`config.mk`:
```
export PLATFORM = sky130hd
export DESIGN_NAME = sbm_ram
export DESIGN_NICKNAME = d
export VERILOG_FILES = /design/src/sbm_ram.sv
export SDC_FILE = /design/constraint.sdc
export NUM_CORES = 2
export LEC_CHECK = 0
export BUFFER_PORTS_ARGS = -buffer_cell sky130_fd_sc_hd__clkbuf_2
export CAP_MARGIN = 15
export CORE_MARGIN = 2
export CORE_UTILIZATION = 63
export CTS_CLUSTER_DIAMETER = 40
export DETAILED_ROUTE_END_ITERATION = 8
export GPL_ROUTABILITY_DRIVEN = 0
export PLACE_DENSITY_LB_ADDON = 0.1
export SETUP_SLACK_MARGIN = 0.15
export SLEW_MARGIN = 10
export SYNTH_ARGS = -nofsm -noshare
export SYNTH_HDL_FRONTEND = slang
export SYNTH_SLANG_ARGS = --single-unit
```
`constraint.sdc`:
```
create_clock -name clk -period 2.5 [get_ports clk]
set_input_delay 0.25 -clock clk [delete_from_list [all_inputs] [get_ports clk]]
set_output_delay 0.25 -clock clk [all_outputs]
set_load 0.01 [all_outputs]
```
`src/sbm_ram.sv`:
```
`default_nettype none
module sbm_ram #(
    parameter int WIDTH = 8,
    parameter int DEPTH = 256
) (
    input  wire logic                     clk,
    input  wire logic                     we,
    input  wire logic [$clog2(DEPTH)-1:0] waddr,
    input  wire logic [WIDTH-1:0]         wdata,
    input  wire logic [$clog2(DEPTH)-1:0] raddr,
    output logic      [WIDTH-1:0]         rdata
);

    logic [WIDTH-1:0] mem [DEPTH];
    logic [WIDTH-1:0] rdata_reg;

    always_ff @(posedge clk)
    begin
        if (we)
        begin
            mem[waddr] <= wdata;
        end
        rdata_reg <= mem[raddr];
    end

    assign rdata = rdata_reg;

endmodule
`default_nettype wire

```
* Word level (Yosys, flattened, before mapping)
Memory sizes are Yosys's and may differ from the RTL's. A register that Yosys moved wholly into a read port is not among the register bits.
Cells that the tools add are included.
** Operators by class
- Muxes and demuxes :: 2
** Operator list (count)
- $mux W1 :: 2
** Storage, ports and cells
- Register bits after elaboration :: 0
- Memories :: 1
- Logic and storage cells :: 3
- Output and inout bits :: 8
- Bits of input ports :: 26
- Memory bits (writable) :: 2048
** Memories
- mem :: words 256, bits a word 8, rd ports 1, clocked after Yosys merged registers in 1, write ports 1, RTL line 14 : logic [WIDTH-1:0] mem [DEPTH];

* Longest topological paths before layout
- Depth after elaboration :: 2
- Gate-level depth with buffers :: 11
- Gate-level depth less buffers :: 6

* Worst setup path before layout
OpenSTA, ideal clock, no wires.
- Path kind :: input-to-reg
- Start :: in raddr[0]
- End :: reg rdata_reg[2] (netlist: rdata[2]) (read register of mem)
- Library setup time :: 131 ps
- Stages :: 9
- Path slack :: 312 ps
- Arrival :: 2057 ps
- Required time :: 2369 ps
- Buffers on the path :: 4
- Cell sequence :: buf_6 > buf_12 > buf_8 > buf_2 > mux4_2 > a22oi_1 > a21oi_1 > nor4_1 > nor4_2
** RTL lines
- from (decl) :: RTL line 10 : input wire logic [$clog2(DEPTH)-1:0] raddr,
- to (decl) :: RTL line 15 : logic [WIDTH-1:0] rdata_reg;

==> reports/metrics.cfg <==
[sta]
period_minus_slack_ns = 2.37
skew_ns = 0.0228
tightest_slew_ns = 0.891
max-slew-margin-rel_pct = 40.4
timing.final.crit_share_pct = 94.8
holdWs_ns = 0.0581
max_clock_freq_mhz = 422
rsz0062_at_grt = yes
final-hold-violation-count = 0
fin_ws_ns = 0.129
slew_violations = 0
setup_viol = 0

[pwr]
internal_power_mw = 57.9
seq_power_share_pct = 51.6
swShare_pct = 21.6
p_per_area_nw_per_um2 = 786
p_sw_mw = 15.9
power_frac_clock_pct = 43.0
irDropWorstVdd_uv = 844
leakagePower_nw = 30.7
power_mw = 73.8
combPwrFrac_pct = 5.5

[floorplan]
num_rows = 130
fp.dieH_um = 359
pin_count = 34
dieArea_um2 = 129000
start_util_pct = 63.4
die_x_um = 359
core_um2 = 125000

[synthesis]
synth_warnings = 0
yosysUniqueCellTypes = 55
postSynthAreaPerCell_um2 = 21.3
yosysMostFrequentCell = edfxtp_1
synth_top_cell_area_share_pct = 77.3
yosysTopAreaCell = edfxtp_1
syn_inst = 3733
synth_edf_count = 2048
syn_nets = 3759
synth_commonest_cells = edfxtp_1, mux4_2, nor2_1, mux2i_1, a22oi_1
ys.flop_type = edfxtp_1
synth_area_leaders = edfxtp_1, mux4_2, mux2i_1
netlist_area_um2 = 79600
yosysSeqAreaShare_pct = 77.5
synth-async-reset-ratio_pct = 0
ys_ff_latch = 2056

[finish]
n_antenna_cell = 0
nFillCells = 6832
regArea_um2 = 61700
area_growth_pct = 18.0
nNetsFinal = 4446
largest_reg_flops = 2048
drive_above_1_share_pct = 33.5
multi_input_area_um2 = 16700
final_cells = 6254
utilization_pct = 74.8

[worst_setup_path]
arrival_ns = 3.07
rr_startpoint = mem[211][5]
cp_max_fo = 1
crit_start = mem[211][5]
reg2reg_slack_ns = 0.13
cp-end-kind = flip-flop
crit_path_start_kind = flip-flop
worst_ep_required_time_ns = 3.20
reg2regPathDepth = 7
critPathKind = flip-flop to flip-flop
reg2reg_to = rdata[5]

[placed_design]
dp_slack_ns = -0.953
portBuffers = 33
dpl.cell_count = 5847
dp_hpwl_um = 128000

[clock_network]
cts_tree = done
cts_buffers = 216
clockBufferDepth = 3
htree_levels = 4
postCtsSetupRepairBufs = 0
clock_latency_ns = 0.85
cts.sink_count = 2056
path_clk_slew_ns = 0.06
root_buffer = clkbuf_16

[global_route]
grt_pass1_vias = 42700
antenna_found_initial = 7
overflow = 0
grt_pass1_wl_um = 294000
grt_usage_pct = 31.7
grt_max_degree = 92

[worst_hold_path]
hold_depth = 1
min_path_type = primary input to flip-flop
hold_end = mem[89][7]
min_from = wdata[7]

[status]
status = complete, no violations

[drt]
drc = 0
vias = 42100
firstDrtPassIters = 8
via_per_inst = 6.73
wirelength_um = 201000
detail_route.iter0.violations = 6150
ant_nets = 0
wire_per_inst_um = 32.2

[job]
maxCapViolCount = 0

[critical path, stage by stage (launching register included)]
cell	delay, ns
edfxtp_1	0.38
mux4_2	0.49
a22o_1	0.25
a221oi_2	0.20
buf_4	0.21
o32ai_1	0.13
nor3_2	0.48
nor4_2	0.09
[power groups by stage]
stage	Combinational [mW]	Clock (mW)	Sequential [mW]
global placement	3.83	0	38.8
detailed placement	3.92	0	38.8
finish	4.04	31.7	38.1
floorplan	1.85	0	38.8
global route	4.22	33.4	38.0
CTS	3.99	32.0	38.1
[what timing repair did]
| action | 4_1_cts | 5_1_grt |
|---|---|---|
| hold buffers | 5 | 0 |
| endpoints found under the hold margin | 215 | 0 |
| setup endpoints to repair | 8 | 7 |
| gates resized for setup | 25 | 17 |
| pin swaps | 3 | 6 |
[cell families (layout without fill, tap and decap cells)]
kind of cell	Yosys count	count (layout)	share of synthesized area, %
buf+inv	235	1106	1.83
flops	2056	2056	77.5
compound gates	385	385	3.42
mux	591	591	14.6
simple gates	466	466	2.63
[final cells by class]
class	instances	share of cell area (%)
Inverter	2	0.00800
Multi-Input combinational cell	1442	17.8
Tap cell	1650	2.20
Clock buffer	246	5.90
Timing Repair Buffer	702	6.71
Sequential cell	2056	65.7
Clock inverter	156	1.68
[worst max path at each step]
| stage | endpoint | slack (ns) |
|---|---|---|
| 2_1_floorplan | rdata[2] | 0.31 |
| 3_3_place_gp | rdata[7] | -0.97 |
| 3_5_place_dp | rdata[7] | -0.95 |
| 4_1_cts | rdata[7] | 0.11 |
| 5_1_grt | rdata[2] | 0.1 |
| 6_report | rdata[5] | 0.13 |
[routing by layer]
layer	share of wire (%)	GRT usage, %	up-vias
li1	-	-	17100
met1	37	45.9	21900
met2	48	49.2	2708
met3	11	6.20	422
met4	3.7	11.7	4
met5	0.013	0	-
[metrics by stage]
step	setup TNS [ns]	area [um2]
finish	0	93900
floorplan	0	79600
global placement	-5.41	86400
detailed placement	-4.99	86500
global route	0	93900
CTS	0	93800
[layout by cell type (no fill, tap or decap), types with 14 or more instances in the layout]
cell	instances
edfxtp_1	2048
buf_4	583
mux4_2	454
nor2_1	279
clkbuf_16	217
mux2i_1	134
a22oi_1	132
a21oi_1	96
buf_12	80
o221ai_1	46
clkinv_2	35
clkinv_1	34
nand3_1	34
nand2_1	33
clkbuf_1	29
o22ai_1	28
nor2b_1	27
inv_6	24
bufinv_16	21
clkbuf_2	21
clkinvlp_4	19
nor3_1	16
a211oi_1	14
Power figures use the tool's default switching activity.
