==> config.mk <==
export PLATFORM = sky130hd
export DESIGN_NAME = sbm_merge
export DESIGN_NICKNAME = d
export VERILOG_FILES = /design/src/sbm_pkg.sv /design/src/sbm_merge.sv
export SDC_FILE = /design/constraint.sdc
export NUM_CORES = 1
export LEC_CHECK = 0
export ABC_AREA = 1
export BUFFER_PORTS_ARGS = -buffer_cell sky130_fd_sc_hd__buf_4
export CORE_ASPECT_RATIO = 0.8
export CORE_MARGIN = 4
export CORE_UTILIZATION = 52
export CTS_CLUSTER_DIAMETER = 200
export DETAILED_ROUTE_END_ITERATION = 7
export HOLD_SLACK_MARGIN = 0.05
export PLACE_DENSITY = 0.83
export SETUP_SLACK_MARGIN = 0.05
export SLEW_MARGIN = 20
export SYNTH_ARGS = -nofsm -noshare
export SYNTH_HDL_FRONTEND = slang
export SYNTH_SLANG_ARGS = --single-unit
==> constraint.sdc <==
create_clock -name clk -period 2.15 [get_ports clk]
set_clock_uncertainty 0.15 [all_clocks]
set_input_delay 0 -clock clk [delete_from_list [all_inputs] [get_ports clk]]
set_output_delay 0 -clock clk [all_outputs]
set_load 0.02 [all_outputs]
==> src/sbm_pkg.sv <==
`default_nettype none
package sbm_pkg;

    localparam int LINE_W     = 256;
    localparam int ADDR_W     = 8;
    localparam int PIX_W      = 8;
    localparam int SHIFTS     = 16;
    localparam int SHIFT_W    = 4;
    localparam int RAD        = 4;
    localparam int WIN        = 2 * RAD + 1;
    localparam int LINE_ROWS  = 16;
    localparam int BANK_W     = 4;
    localparam int SRCH_COLS  = WIN + SHIFTS - 1;
    localparam int SIDX_W     = 5;
    localparam int LANE_W     = 12;
    localparam int COST_W     = 15;
    localparam int CFG_W      = 9;
    localparam int CFG_IDX_W  = 2;
    localparam int POS_W      = 8;

    localparam logic [CFG_IDX_W-1:0] CFG_WIDTH  = 2'd0;
    localparam logic [CFG_IDX_W-1:0] CFG_HEIGHT = 2'd1;
    localparam logic [CFG_IDX_W-1:0] CFG_OFFSET = 2'd2;

    localparam logic [CFG_W-1:0] WIDTH_RST  = 9'd160;
    localparam logic [CFG_W-1:0] HEIGHT_RST = 9'd120;
    localparam logic [2:0]       OFFSET_RST = 3'd7;

    typedef logic [PIX_W-1:0] pix_t;

    // one shift candidate moving down the sad pipeline
    typedef struct packed {
        logic               vld;
        logic               first;
        logic               last;
        logic [SHIFT_W-1:0] shift;
    } sbm_stage_t;

    // shift * 255 / 16, truncated
    function automatic logic [7:0] sbm_disp_code(input logic [SHIFT_W-1:0] d);
        logic [11:0] p;
        p = {d, 8'd0} - 12'(d);
        return p[11:4];
    endfunction

endpackage
`default_nettype wire

==> src/sbm_merge.sv <==
`default_nettype none
module sbm_merge (
    input  wire logic                                      clk,
    input  wire logic                                      rst_n,
    input  wire sbm_pkg::sbm_stage_t                       stage,
    input  wire logic [sbm_pkg::WIN-1:0][sbm_pkg::LANE_W-1:0] lane_sum,
    output logic                                           done,
    output logic [sbm_pkg::SHIFT_W-1:0]                    best_shift,
    output logic [sbm_pkg::COST_W-1:0]                     match_cost
);
    import sbm_pkg::*;

    logic [COST_W-1:0]  total;
    logic [COST_W-1:0]  match_cost_reg;
    logic [SHIFT_W-1:0] best_shift_reg;
    logic               done_reg;

    always_comb
    begin
        total = '0;
        for (int i = 0; i < WIN; i++)
        begin
            total = total + COST_W'(lane_sum[i]);
        end
    end

    // strict less keeps the smallest shift on ties
    always_ff @(posedge clk)
    begin
        if (stage.vld && (stage.first || total < match_cost_reg))
        begin
            match_cost_reg <= total;
            best_shift_reg <= stage.shift;
        end
    end

    always_ff @(posedge clk or negedge rst_n)
    begin
        if (!rst_n)
        begin
            done_reg <= 1'b0;
        end
        else if (stage.vld && stage.last)
        begin
            done_reg <= 1'b1;
        end
        else if (stage.vld && stage.first)
        begin
            done_reg <= 1'b0;
        end
    end

    assign done       = done_reg;
    assign best_shift = best_shift_reg;
    assign match_cost = match_cost_reg;

endmodule
`default_nettype wire

# Word-level counts from Yosys, hierarchy flattened
# Cells that the tools add are included.
# totals
wordCells	19
inputBits	117
mem_bits_ro	0
latchBits	0
memories	0
out_inout_bits	20
register_bits	20
ramBits	0
# classes
bitwise	0
n_div	0
n_eq_ne	0
n_reduce_logical	5
n_shift	0
n_addsub	8
n_lt_le_gt_ge	1
mux	2
mul	0
# ops
cell	count
$add A15 B12 Y15	5
$add A14 B12 Y15	1
$lt A15 B15 Y1	1
$add A13 B12 Y14	1
$add A12 B12 Y13	1
$logic_and A1 B1 Y1	3
$mux W1	2
$reduce_bool A2 Y1	1
$logic_or A1 B1 Y1	1

# Depth between registers and ports, before layout
# depth
depth_word	11
ltp_mapped	25
mapped_depth_nobuf	25

# Worst setup path before layout
# Ideal clock, no wire load.
# synth_path
path_type	input to register
from	input lane_sum[74] (netlist name)
to	register best_shift_reg[0], in the netlist best_shift[0] (enable)
n_path_buf	0
setup_time_ns	0.376
t_arrival_ns	4.305
required_ns	1.624
stages	22
setup_slack_ns	-2.681
path_cell_list	fa_1 > fa_1 > fa_1 > inv_1 > fa_1 > inv_1 > ha_1 > fa_1 > nand3_1 > nand3_2 > nand3_1 > nand3_1 > nand2_1 > nand2_1 > ha_1 > nand2_1 > inv_1 > nand3_1 > nand3_1 > nor2_1 > nand2_1 > nand2_1
# synth_between
elab_chain_len	6
# synth_lines
item	line_no	rtl
from (decl)	sbm_merge.sv:6	input wire logic [sbm_pkg::WIN-1:0][sbm_pkg::LANE_W-1:0] lane_sum,
$add A15 B12 Y15 (3 in series)	sbm_merge.sv:23	total = total + COST_W'(lane_sum[i]);
net total[14]	sbm_merge.sv:13	logic [COST_W-1:0] total;
$lt A15 B15 Y1	sbm_merge.sv:30	if (stage.vld && (stage.first || total < match_cost_reg))
$logic_or A1 B1 Y1	sbm_merge.sv:30	
$logic_and A1 B1 Y1	sbm_merge.sv:30	
to (signal assigned)	sbm_merge.sv:33	best_shift_reg <= stage.shift;
to (decl)	sbm_merge.sv:15	logic [SHIFT_W-1:0] best_shift_reg;
# The timed path passes the listed nets, and every way through them passes these cells.
# A chain may end at the register's enable or synchronous reset.

# Final worst setup path
# layout_path
from	input lane_sum[2] (netlist name)
to	register best_shift_reg[2], in the netlist best_shift[2] (enable)
# layout_between
elab_chain_len	11
# layout_lines
item	line_no
$add A12 B12 Y13	sbm_merge.sv:23
$add A13 B12 Y14	sbm_merge.sv:23
$add A14 B12 Y15	sbm_merge.sv:23
$add A15 B12 Y15 (5 in series)	sbm_merge.sv:23
net total[12]	sbm_merge.sv:13
$lt A15 B15 Y1	sbm_merge.sv:30
$logic_or A1 B1 Y1	sbm_merge.sv:30
$logic_and A1 B1 Y1	sbm_merge.sv:30
# The timed path passes the listed nets, and every way through them passes these cells.

==> results.md <==
- Status: finished with violations
- Failing checks: negative setup slack
- CP max stage cell: fa_1
- Starting Density: 0.546
- Placed instance area: approximately 5300 um2
- Htree depth: 1
- N_diodes: 0
- WP depth: 23
- Avg Cell Area, Syn: between 8 and 9 um2
- FF-to-FF path depth: 9
- Setup crit end: best_shift[2]
- Pins Over Slew Limit: 0
- Core footprint: around 7000 um2
- CP Launch Point: lane_sum[2]
- Final Util: 0.821
- Clk Latency, worst-skew pair: ~270 ps
- Worst reg2reg setup slack: approximately 180 ps
- Max clock buf depth: 2
- Most common cell after layout, fill and taps aside: inv_1
- Initial antenna violation count: 0
- CTS tree: done
- Mapped Nets: 659
- Post-layout nets: 835
- Vias post-DR: around 3.3k
- Multiplexer area fraction after synthesis: 0
- Slowest stage delay, CP: between 500 and 600 ps
- Xor/xnor share of the synthesized area: 0.0160
- Worst path top cell family by delay: adder cells
- Startpoint type of the worst setup path: input port
- Sequential cell area: between 500 and 600 um2
- RSZ-0062 raised after global routing: true
- Final instance area: just under 6000 um2
- DR vias/cell: 4.78
- Initial DRC count: 135
- Vias in the first global route: 3687
- Num rows: 27
- Drt first pass iters: 4
- Input/output buffers: 136
- Main combinational cell family by area after synthesis: adder cells
- Post-route ant nets: 0
- Worst Hold Depth: 3
- Total GRT Usage: 0.217
- WP data required: 1980 ps
- Max transition margin: 0.713
- Worst Setup End Kind: register
- Distinct cells, synth: 16
- Critical R2R Launch: match_cost[14]
- Complex-gate fraction of the synthesized area: 0.0160
- Hold WC Path Type: input port to register
- PnR worst setup slack: -2340 ps
- Layout cells sized above 1: 0.414
- Sequential fraction of the synthesis area: 0.155
- Crit-path cells: buf_6, inv_2, fa_1, inv_1, fa_1, fa_1, inv_1, fa_1, inv_2, ha_4, fa_2, buf_4, buf_6, nand3_4, nand3_2, nand2_2, nand2_2, ha_1, nand3_1, nand3_1, nor2_2, nand2_4, nand2_4
- Endpoints failing setup: 32
- Global-route wire length before repair: about 16000 um
- DIE WIDTH: ~100 um
- Die height: between 80 and 90 um
- Worst Setup Slack post-DPL: -2630 ps
- Peak Freq: roughly 220 MHz
- Post-Syn Instances: 429
- Die area: approximately 8800 um2
- Arr. time, crit path: approximately 4300 ps
- # IOs: 137
- Total grt overflow: 0
- Fin crit share: 2.09
- Worst reg2reg endpoint: best_shift[2]
- Fin Hold WS: roughly 120 ps
- Routed wire per std cell: 14.0 um
- Max FFs per register: 15
- Area delta synth->final: 50.3%
- Dpl hpwl: 7670 um
- Max-Cap Viols: 0
- Worst path most repeated cell: fa_1
- Pin count of the biggest net entering global routing: 13
- Worst-margin pin slew: ~430 ps
- Synthesized cell area: about 3800 um2
- Post-synthesis adder-cell area fraction: 0.529
- Multi-input combinational cell area: roughly 3000 um2
- Synthesized flop and latch total: 20
- CTS root buf: clkbuf_8
- Gpl congestion: roughly 0.85
- Worst-path fanout max: 5
- Worst-path clk slew: around 80 ps
- Area share of and/or/nand/nor cells after synthesis: 0.120
- Post-Route WL: about 9700 um
- Cts bufs inserted: 3
- Synth warn: 0
- Minimum clock period: roughly 4500 ps
- Leading cell types in the layout, fill and taps excluded: 156 x inv_1, 150 x buf_4, 79 x fa_1, 51 x nand2_1, 23 x nand2_2
- Final hold violation count: 0
- Sink Count: 20
- Fill count: around 440
- Crit path buffers/inverters: 7
- Remaining DRCs: 0
- Critical path class: input port to register
-- cell usage after synthesis, drive strengths merged --
cell	n	area, um2
dfrtp	1	25.0
inv	168	631
nand4	4	25.0
a21o	1	7.51
a21oi	9	45.0
nand2	78	295
a22o	1	8.76
xor2	7	61.3
fa	82	1640
ha	31	388
edfxtp	19	571
nor2	12	50.1
nand3	16	90.1
-- worst reg2reg max path, delay by kind of cell, from the launching register on --
family | cells | cell delay, ps
and+or+nand+nor | 6 | 710
DFF | 1 | 420
buffers and inverters | 2 | 180
adders and majority gates | 1 | 220
-- layout make-up --
class,count,area share
clock buffers,3,0.00716
inverters,168,0.109
clock inverters,1,0.00520
well taps,87,0.0189
repair buffers,168,0.229
flip-flops and latches,20,0.103
multi-input cells,244,0.528
-- how the worst min path moves through the flow --
stage                       startpoint       endpoint  slack, ps
after floorplan                  rst_n           done       -450
after global placement           rst_n           done       -370
after detailed placement         rst_n           done       -370
after CTS                 lane_sum[96]  match_cost[0]        100
after global routing      lane_sum[96]  match_cost[0]        140
final                     lane_sum[96]  match_cost[0]        120
-- cells by family (layout without fill, tap and decap cells) --
family,Yosys count,after routing
adder cells (fa/ha/maj),113,113
AO/OA/AOI/OAI,11,11
flip-flops,20,20
buffers and inverters,168,340
XOR/XNOR,7,7
AND/OR/NAND/NOR,110,113
-- layer usage --
metal,share of wire,wire (um),vias up,global-route usage
met1,0.35,3410,1593,0.238
li1,-,-,1563,-
met3,0.054,520,21,0.0319
met2,0.57,5530,127,0.442
met4,0.020,197,0,0.0435
met5,0,0,-,0
-- per-stage QoR --
| stage | setup TNS (ps) | std cells |
|---|---|---|
| floorplan | -55560 | 429 |
| global placement | -64960 | 670 |
| detailed placement | -68390 | 670 |
| CTS | -56830 | 686 |
| global route | -62900 | 691 |
| finish | -59370 | 691 |
-- timing repair --
action | in CTS | in global routing
hold buffers | 8 | 0
endpoints found under the hold margin | 6 | 0
setup buffers | 1 | 5
pin swaps | 23 | 20
resized for setup | 24 | 45
setup endpoints to repair | 33 | 33
cloned | 3 | 0
Power is not shown: default switching activity piles up to over one toggle a cycle in this logic, so the estimate is an artifact.
