==> src/sbm_pkg.sv <==
`default_nettype none
package sbm_pkg;

    localparam int LINE_W     = 256;
    localparam int ADDR_W     = 8;
    localparam int PIX_W      = 8;
    localparam int SHIFTS     = 16;
    localparam int SHIFT_W    = 4;
    localparam int RAD        = 4;
    localparam int WIN        = 2 * RAD + 1;
    localparam int LINE_ROWS  = 16;
    localparam int BANK_W     = 4;
    localparam int SRCH_COLS  = WIN + SHIFTS - 1;
    localparam int SIDX_W     = 5;
    localparam int LANE_W     = 12;
    localparam int COST_W     = 15;
    localparam int CFG_W      = 9;
    localparam int CFG_IDX_W  = 2;
    localparam int POS_W      = 8;

    localparam logic [CFG_IDX_W-1:0] CFG_WIDTH  = 2'd0;
    localparam logic [CFG_IDX_W-1:0] CFG_HEIGHT = 2'd1;
    localparam logic [CFG_IDX_W-1:0] CFG_OFFSET = 2'd2;

    localparam logic [CFG_W-1:0] WIDTH_RST  = 9'd160;
    localparam logic [CFG_W-1:0] HEIGHT_RST = 9'd120;
    localparam logic [2:0]       OFFSET_RST = 3'd7;

    typedef logic [PIX_W-1:0] pix_t;

    // one shift candidate moving down the sad pipeline
    typedef struct packed {
        logic               vld;
        logic               first;
        logic               last;
        logic [SHIFT_W-1:0] shift;
    } sbm_stage_t;

    // shift * 255 / 16, truncated
    function automatic logic [7:0] sbm_disp_code(input logic [SHIFT_W-1:0] d);
        logic [11:0] p;
        p = {d, 8'd0} - 12'(d);
        return p[11:4];
    endfunction

endpackage
`default_nettype wire

==> src/sbm_lane.sv <==
`default_nettype none
module sbm_lane (
    input  wire logic                                    clk,
    input  wire sbm_pkg::pix_t [sbm_pkg::WIN-1:0]        ref_px,
    input  wire sbm_pkg::pix_t [sbm_pkg::SRCH_COLS-1:0]  srch_px,
    input  wire logic [sbm_pkg::SHIFT_W-1:0]             shift,
    output logic [sbm_pkg::LANE_W-1:0]                   sum
);
    import sbm_pkg::*;

    logic [LANE_W-1:0] acc;
    logic [LANE_W-1:0] sum_reg;

    // one window row: ref column j against search column j shifted left by shift
    always_comb
    begin
        logic [SIDX_W-1:0] idx;
        pix_t              a;
        pix_t              b;
        acc = '0;
        for (int j = 0; j < WIN; j++)
        begin
            idx = SIDX_W'(WIN - 1 - j) + SIDX_W'(shift);
            a   = ref_px[j];
            b   = srch_px[idx];
            acc = acc + LANE_W'((a > b) ? (a - b) : (b - a));
        end
    end

    always_ff @(posedge clk)
    begin
        sum_reg <= acc;
    end

    assign sum = sum_reg;

endmodule
`default_nettype wire

==> config.mk <==
export PLATFORM = sky130hd
export DESIGN_NAME = sbm_lane
export DESIGN_NICKNAME = d
export VERILOG_FILES = /design/src/sbm_pkg.sv /design/src/sbm_lane.sv
export SDC_FILE = /design/constraint.sdc
export NUM_CORES = 1
export LEC_CHECK = 0
export ABC_AREA = 0
export BUFFER_PORTS_ARGS = -buffer_cell sky130_fd_sc_hd__buf_2
export CAP_MARGIN = 20
export CORE_MARGIN = 5
export CORE_UTILIZATION = 45
export CTS_BUF_LIST = sky130_fd_sc_hd__clkbuf_16
export DETAILED_ROUTE_END_ITERATION = 8
export PLACE_DENSITY = 0.66
export SYNTH_ARGS = -nofsm -noshare
export SYNTH_HDL_FRONTEND = slang
export SYNTH_SLANG_ARGS = --single-unit
==> constraint.sdc <==
create_clock -name clk -period 10.7 [get_ports clk]
set_input_delay 1.605 -clock clk [delete_from_list [all_inputs] [get_ports clk]]
set_output_delay 1.605 -clock clk [all_outputs]
set_load 0.01 [all_outputs]
# Yosys cells after proc, flatten, opt, wreduce, memory -nomap -nowiden
# Index checks and enable logic that the tools add are counted.
# Widths: inputs -> output; s select.
classes:
  order_cmp: 18
  muxes: 27
  n_addsub: 34
ops:
  columns: ["cell", "n"]
  rows:
  - ["$bmux 8 s5", 8]
  - ["$sub 8x8->9", 18]
  - ["$mux 12", 9]
  - ["$add 12x12->12", 8]
  - ["$gt 8x8->1", 9]
  - ["$mux 8", 9]
  - ["$lt 5x6->1 const B", 8]
  - ["$bmux 8 s4", 1]
  - ["$add 3x4->5 const A", 4]
  - ["$add 2x4->5 const A", 2]
  - ["$lt 4x6->1 const B", 1]
  - ["$add 1x4->5 const A", 1]
  - ["$add 4x4->5 const A", 1]
word_totals:
  output_inout_bits: 12
  register_bits: 12

# Depth between registers and ports, before layout
# Gate-level depths: netlist of the first run.
depth:
  ltp_word: 13
  mapped_depth: 37
  ltp_nobuf: 31

# Worst setup path after synthesis of the first run
# No wires, ideal clock.
synth_path:
  path_kind: "in2reg"
  start: "input shift[0] (netlist name)"
  end: "register sum_reg[9], in the netlist sum[9]"
  path_stages: 33
  path_slack_ns: 1.137
  required_ns: 10.573
  setup_time_ns: 0.127
  n_path_buf: 8
  arrival_time_ns: 9.436
  path_cell_list: "buf_6 > buf_6 > buf_2 > buf_2 > inv_1 > ha_1 > buf_2 > buf_2 > buf_1 > mux4_2 > nand2_1 > a21oi_1 > or3_1 > ha_1 > buf_2 > a2111oi_1 > a211oi_1 > o21ai_2 > mux2i_1 > xnor2_1 > fa_1 > fa_1 > fa_1 > inv_1 > fa_1 > inv_1 > ha_1 > a21o_1 > a21o_1 > a22o_1 > nor4_1 > nor3_1 > xor2_1"
synth_between:
  elab_chain_len: 13
synth_lines:
  columns: ["element", "line_no", "source"]
  rows:
  - ["start, declared", "sbm_lane.sv:6", "input wire logic [sbm_pkg::SHIFT_W-1:0] shift,"]
  - ["$add 4x4->5 or $add 3x4->5 (tied branches)", "sbm_lane.sv:23", "idx = SIDX_W'(WIN - 1 - j) + SIDX_W'(shift);"]
  - ["$bmux 8 s5", "sbm_lane.sv:25", "b = srch_px[idx];"]
  - ["$mux 8 (implied by the code)", "sbm_lane.sv:25", null]
  - ["$sub 8x8->9 or $gt 8x8->1 (tied branches)", "sbm_lane.sv:26", "acc = acc + LANE_W'((a > b) ? (a - b) : (b - a));"]
  - ["$mux 12", "sbm_lane.sv:26", null]
  - ["$add 12x12->12 (7 in a row)", "sbm_lane.sv:26", null]
  - ["$add 12x12->12 (*)", "sbm_lane.sv:26", null]
  - ["net acc[9]", "sbm_lane.sv:11", "logic [LANE_W-1:0] acc;"]
  - ["end signal, assigned", "sbm_lane.sv:32", "sum_reg <= acc;"]
  - ["end, declared", "sbm_lane.sv:12", "logic [LANE_W-1:0] sum_reg;"]
# Mark *: on every way through the listed nets, which the timed path passes. The rest lies on a longest branch. The select of a mux whose other input is x is not followed.

# Worst setup path after layout of the first run
layout_path:
  start: "input shift[1] (netlist name)"
  end: "register sum_reg[9], in the netlist sum[9]"
# Same word-level chain as after synthesis.

==> impl_results.md, run 1 <==
* Status: finished clean
* Total gr overflow at 0
* Slew Limit Fails at 0
* Final worst-path cycle share at 0.930
* Synth unique cells at 71
* Port bufs at 280
* DRT Wirelength at 70900 um
* Seq/Total Area, Yosys at 0.0142
* Top Ports at 281
* DRC Markers at 0
* Max FFs per register at 12
* CTS Buf Count at 3
* Die area at 41500 um^2
* RSZ-0062 raised after global routing: false
* Syn nets at 2577
* Drt initial violations at 1781
* Register Area at 240 um^2
* CTS tree: yes
* Synthesized area per cell at 8.20 um^2
* Largest net degree at the start of global routing at 105
* Final Hold Vio Count at 0
* DP HPWL at approximately 62000 um
* Max incr delay on CP at 800 ps
* Synth Area in Simple Gates at 0.172
* Most used DFF post-synth: dfxtp_1
* Vias per Instance at 6.33
* Vias post-DR at 17.3k
* Synth Register Bits at 12
* Ranking of synthesized cells by area: mux4_2 (24%), ha_1 (12%), fa_1 (9.8%), nand2_1 (7.5%), a21oi_1 (7.0%)
* Post-route antenna net violation count at 0
* Hold crit path type: flop to primary output
* Final #Nets at 2786
* Hold-fix buffers at CTS at 0
* Drt first pass iters at 6
* GP Congestion at 1.03
* CP required at between 10000 and 15000 ps
* Fin Setup TNS at 0 ps
* Avg WL per Cell at 25.9 um
* Global-route wire length before repair at 104000 um
* Syn. warnings at 0
* Max_cap viols at 0
* Final setup vio count at 0
* Fmax at between 100 and 150 MHz
* Postcts setup bufs at 0
* Tot GR Track Use at 0.329
* Min cycle time layout at 9950 ps
* Largest family of logic cells by synthesized area: multiplexers
* Post-synth top area share at 0.243
* Mux share of post-synthesis cell area at 0.312
* Reg clk slew, reported paths at 40 ps
* CORE AREA at 37300 um^2
* Depth of the CTS H-tree at 1
* Fraction of layout cells with a size suffix above 1 at 0.241
* Initial Utilization at 0.452
* Critical path arrival at 10070 ps
* Clock tree buffer depth at 2
* Post-synthesis compound-gate area fraction at 0.159
* Synth Instances at 2058
* Startpoint types: primary input
* Post-cts sizing count at 0
* Crit path max-delay cell type: nor3_1
* Kind of critical path: primary input to flop
* Slew margin rel. at 0.358
* Die Wd at 204 um
* Cell area after synthesis at 16900 um^2
* Synth async-reset ratio at 0
* Worst Tran Pin Value at roughly 960 ps
* Root Buffer: clkbuf_16
* Cell taking the most area after synthesis: mux4_2
* Clock sink count at 12
* Max FO, Critical Path at 48
* Area grow syn2layout at 11.0%
* Antenna cell count at 0
* Setup crit end kind: flop
* Post-synthesis xor/xnor area fraction at 0.0393
* Rows at 71
* Multi-input logic area at 15300 um^2
* Vias in the first global route at 16.4k
* EDFF count, synth at 0
* Initial antenna violation count at 0
* Adder-Cell Fraction of Synth Area at 0.222
* Layout fillers at 3577
* DIE HEIGHT at 204 um
layout by cell type (no fill, tap or decap), types with 9 or more instances in the layout:
| cell | count |
|---|---|
| buf_4 | 25 |
| a21o_1 | 19 |
| fa_1 | 83 |
| mux2_2 | 24 |
| nor2_1 | 99 |
| xor2_1 | 22 |
| o21a_1 | 24 |
| a21oi_1 | 235 |
| nand2_1 | 335 |
| buf_2 | 278 |
| nand2b_1 | 27 |
| a21boi_0 | 12 |
| o21ai_0 | 69 |
| inv_1 | 228 |
| dfxtp_1 | 12 |
| xnor2_1 | 49 |
| ha_1 | 166 |
| nor3_1 | 56 |
| nor2b_1 | 25 |
| mux2i_1 | 84 |
| or3_1 | 47 |
| mux4_2 | 182 |
| nand3_1 | 23 |
| and2_1 | 9 |
| nand4_1 | 9 |
worst max-delay path: cells and delay by family:
kind,cells,cell delay (ps)
buffers and inverters,7,1180
AOI/OAI and AO/OA,6,1060
adders and majority gates,7,3130
and+or+nand+nor,6,1720
muxes,2,1000
xor gates and xnor gates,2,360
stage by stage:
stage / hold WS [ps] / setup slack [ps] / utilization / area (um^2) / cells
4_1_cts: 2250 / 811 / 0.502 / 18700 / 2740
3_5_place_dp: 2000 / 592 / 0.500 / 18600 / 2736
6_report: 2250 / 751 / 0.502 / 18700 / 2740
5_1_grt: 2260 / 426 / 0.502 / 18700 / 2740
2_1_floorplan: 1910 / 1140 / - / 16900 / 2058
3_3_place_gp: 2000 / 781 / 0.500 / 18600 / 2736
area by class of cell:
type	instances	area share
Clock buffer	3	0.00401
Sequential cell	12	0.0128
Inverter	230	0.0461
Timing Repair Buffer	308	0.0894
Tap cell	474	0.0317
Multi-Input combinational cell	1712	0.816
Clock inverter	1	0.000200
cells by family (layout without fill, tap and decap cells):
group	after synthesis	in the layout
AOI/OAI and AO/OA	446	446
xor gates and xnor gates	74	74
adders and majority gates	250	250
muxes	292	292
and+or+nand+nor	650	650
buffers and inverters	334	542
DFF	12	12
synth_stat cells (all sizes together), types with 3 or more instances:
cell type  instances
mux2i             84
o21a              24
nor4               3
a2111oi            4
a211oi             5
or2                4
o211ai             3
fa                83
o22ai              8
dfxtp             12
inv              228
a221oi             3
a31oi              7
o21ai             79
xor2              23
nand4              9
nor2              99
clkbuf            40
a21o              19
or3               47
nor3              56
mux2              24
a2111o             5
a221o              5
o41ai              4
a31o               4
nor2b             25
and2               9
ha               167
buf               64
mux4             184
nand3             23
nand2b            27
o21bai             4
nand3b             4
a21oi            243
a21boi            12
nand2            335
xnor2             51
per-layer routing:
metal  routed length [um]  GRT usage  vias up
li1                     -          -     7779
met1                28800      0.452     8443
met2                31800      0.518      958
met3                 6180     0.0461      153
met4                 4140      0.149        0
met5                    0          0        -
final timing paths:
path / startpoint / cells past startpoint / end
max: shift[1] / 30 / sum[9]$_DFF_P_
min: sum[7]$_DFF_P_ / 1 / sum[7]
Power of run 1 is left out: the tool's default activity adds up to more than one toggle a clock period on the data nets, which glitch-free logic cannot reach.
==> inputs of run 2 (changes only) <==
--- a/config.mk
+++ b/config.mk
@@ -8,11 +8,13 @@
 export ABC_AREA = 0
 export BUFFER_PORTS_ARGS = -buffer_cell sky130_fd_sc_hd__buf_2
 export CAP_MARGIN = 20
+export CELL_PAD_IN_SITES_DETAIL_PLACEMENT = 1
+export CELL_PAD_IN_SITES_GLOBAL_PLACEMENT = 2
 export CORE_MARGIN = 5
-export CORE_UTILIZATION = 45
+export CORE_UTILIZATION = 35
 export CTS_BUF_LIST = sky130_fd_sc_hd__clkbuf_16
 export DETAILED_ROUTE_END_ITERATION = 8
-export PLACE_DENSITY = 0.66
+export PLACE_DENSITY_LB_ADDON = 0.1
 export SYNTH_ARGS = -nofsm -noshare
 export SYNTH_HDL_FRONTEND = slang
 export SYNTH_SLANG_ARGS = --single-unit
==> constraint.sdc (replaced) <==
create_clock -name clk -period 10.5 [get_ports clk]
set_input_delay 1.575 -clock clk [delete_from_list [all_inputs] [get_ports clk]]
set_output_delay 1.575 -clock clk [all_outputs]
set_load 0.01 [all_outputs]
==> impl_results.md, run 2 (synthesis results as in run 1) <==
* Startpoint types: primary input
* Top Ports at 281 (unchanged)
* Post-cts sizing count at 0 (unchanged)
* CTS Buf Count at 3 (unchanged)
* Kind of critical path: primary input to flop
* Die Wd at 230 um (+13%)
* Clock sink count at 12 (unchanged)
* Root Buffer: clkbuf_16
* Initial antenna violation count at 1 (+1)
* Final worst-path cycle share at 0.936
* Worst Tran Pin Value at 1000 ps (+46.9 ps)
* Clock tree buffer depth at 2 (unchanged)
* RSZ-0062 raised after global routing: false
* Crit path max-delay cell type: nor3_1
* Most common cell after layout, fill and taps aside: nand2_1
* GP Congestion at 0.989 (-4.2%)
* DRT Wirelength at 82600 um (+16%)
* Fmax at 102 MHz
* Final Hold Vio Count at 0 (unchanged)
* Vias post-DR at 17.3k (-0.21%)
* Layout fillers at 5834 (+63%)
* Setup crit end kind: flop
* Initial Utilization at 0.353 (-0.0988)
* Slew Limit Fails at 0 (unchanged)
* Critical path arrival at 9940 ps (-130 ps)
* Drt initial violations at 1195 (-33%)
* Placed Cells at 2889 (+5.6%)
* Depth of the CTS H-tree at 1 (unchanged)
* Status: finished clean
* Final #Nets at 2798 (+0.43%)
* Max incr delay on CP at 650 ps (-150 ps)
* Post-route antenna net violation count at 0 (unchanged)
* Antenna cell count at 0 (unchanged)
* DIE HEIGHT at 230 um (+13%)
* Final setup vio count at 0 (unchanged)
* Max_cap viols at 0 (unchanged)
* Placed Area at 18900 um^2 (+1.5%)
* DRC Markers at 0 (unchanged)
* Avg WL per Cell at 28.5 um (+10%)
* Fraction of layout cells with a size suffix above 1 at 0.244 (+0.00356)
* Area grow syn2layout at 12.6%
* Vias in the first global route at 17.6k (+7.4%)
* Vias per Instance at 5.98 (-5.5%)
* Fin Setup TNS at 0 ps (unchanged)
* CTS tree: yes
* Hold-fix buffers at CTS at 0 (unchanged)
* Postcts setup bufs at 0 (unchanged)
* Global-route wire length before repair at 119000 um (+14%)
* Max FO, Critical Path at 47 (-2.1%)
* Most frequent cells in the layout: nand2_1 (335), buf_2 (278), a21oi_1 (235), inv_1 (228), mux4_2 (182)
* Final std cells w/o fill at 2893 (+5.6%)
* Crit-path leading delay family: adder cells
* CP required at 10620 ps (-200 ps)
* Buf/Inv on CP at 7 (unchanged)
* Rows at 80 (+13%)
* Largest net degree at the start of global routing at 91 (-13%)
* DP HPWL at 72600 um (+18%)
* Worst Hold Slack at 2220 ps (-31.0 ps)
* CORE AREA at 47700 um^2 (+28%)
* Reg clk slew, reported paths at 40 ps (about the same)
* Die area at 52700 um^2 (+27%)
* Tot GR Track Use at 0.302 (-0.0272)
* Total gr overflow at 0 (unchanged)
* Max FFs per register at 12 (unchanged)
* Port bufs at 280 (unchanged)
* Min cycle time layout at 9830 ps
* Slew margin rel. at 0.331 (-0.0269)
* Final instance area at 19000 um^2 (+1.5%)
* Drt first pass iters at 7 (+1)
* Hold crit path type: flop to primary output
==> run 2: worst paths after layout <==
check                      start  slack [ps]  cells after the start        endpoint
hold / removal    sum[8]$_DFF_P_        2220                      1          sum[8]
setup / recovery        shift[1]         670                     30  sum[9]$_DFF_P_
==> run 2: layer usage <==
metal,vias up,part of all wire,GRT usage
met2,666,0.47,0.505
li1,7778,-,-
met1,8774,0.43,0.405
met4,2,0.037,0.0900
met5,-,0.000085,0
met3,76,0.062,0.0448
==> run 2: final cells by class <==
type	instances	area (um^2)	share of cell area
multi-input combinational	1712	15300	0.804
clock buffer	3	75.1	0.00395
timing repair buffer	320	1780	0.0937
inverter	230	863	0.0454
clock inverter	1	3.75	0.000198
sequential	12	240	0.0126
tap	615	769	0.0405
==> run 2: metrics by stage <==
stage / utilization / setup slack (ps)
2_1_floorplan: - / 967
3_3_place_gp: 0.396 / 720
3_5_place_dp: 0.396 / 552
4_1_cts: 0.398 / 781
5_1_grt: 0.398 / 337
6_report: 0.398 / 673
Power of run 2 is left out for the same reason.
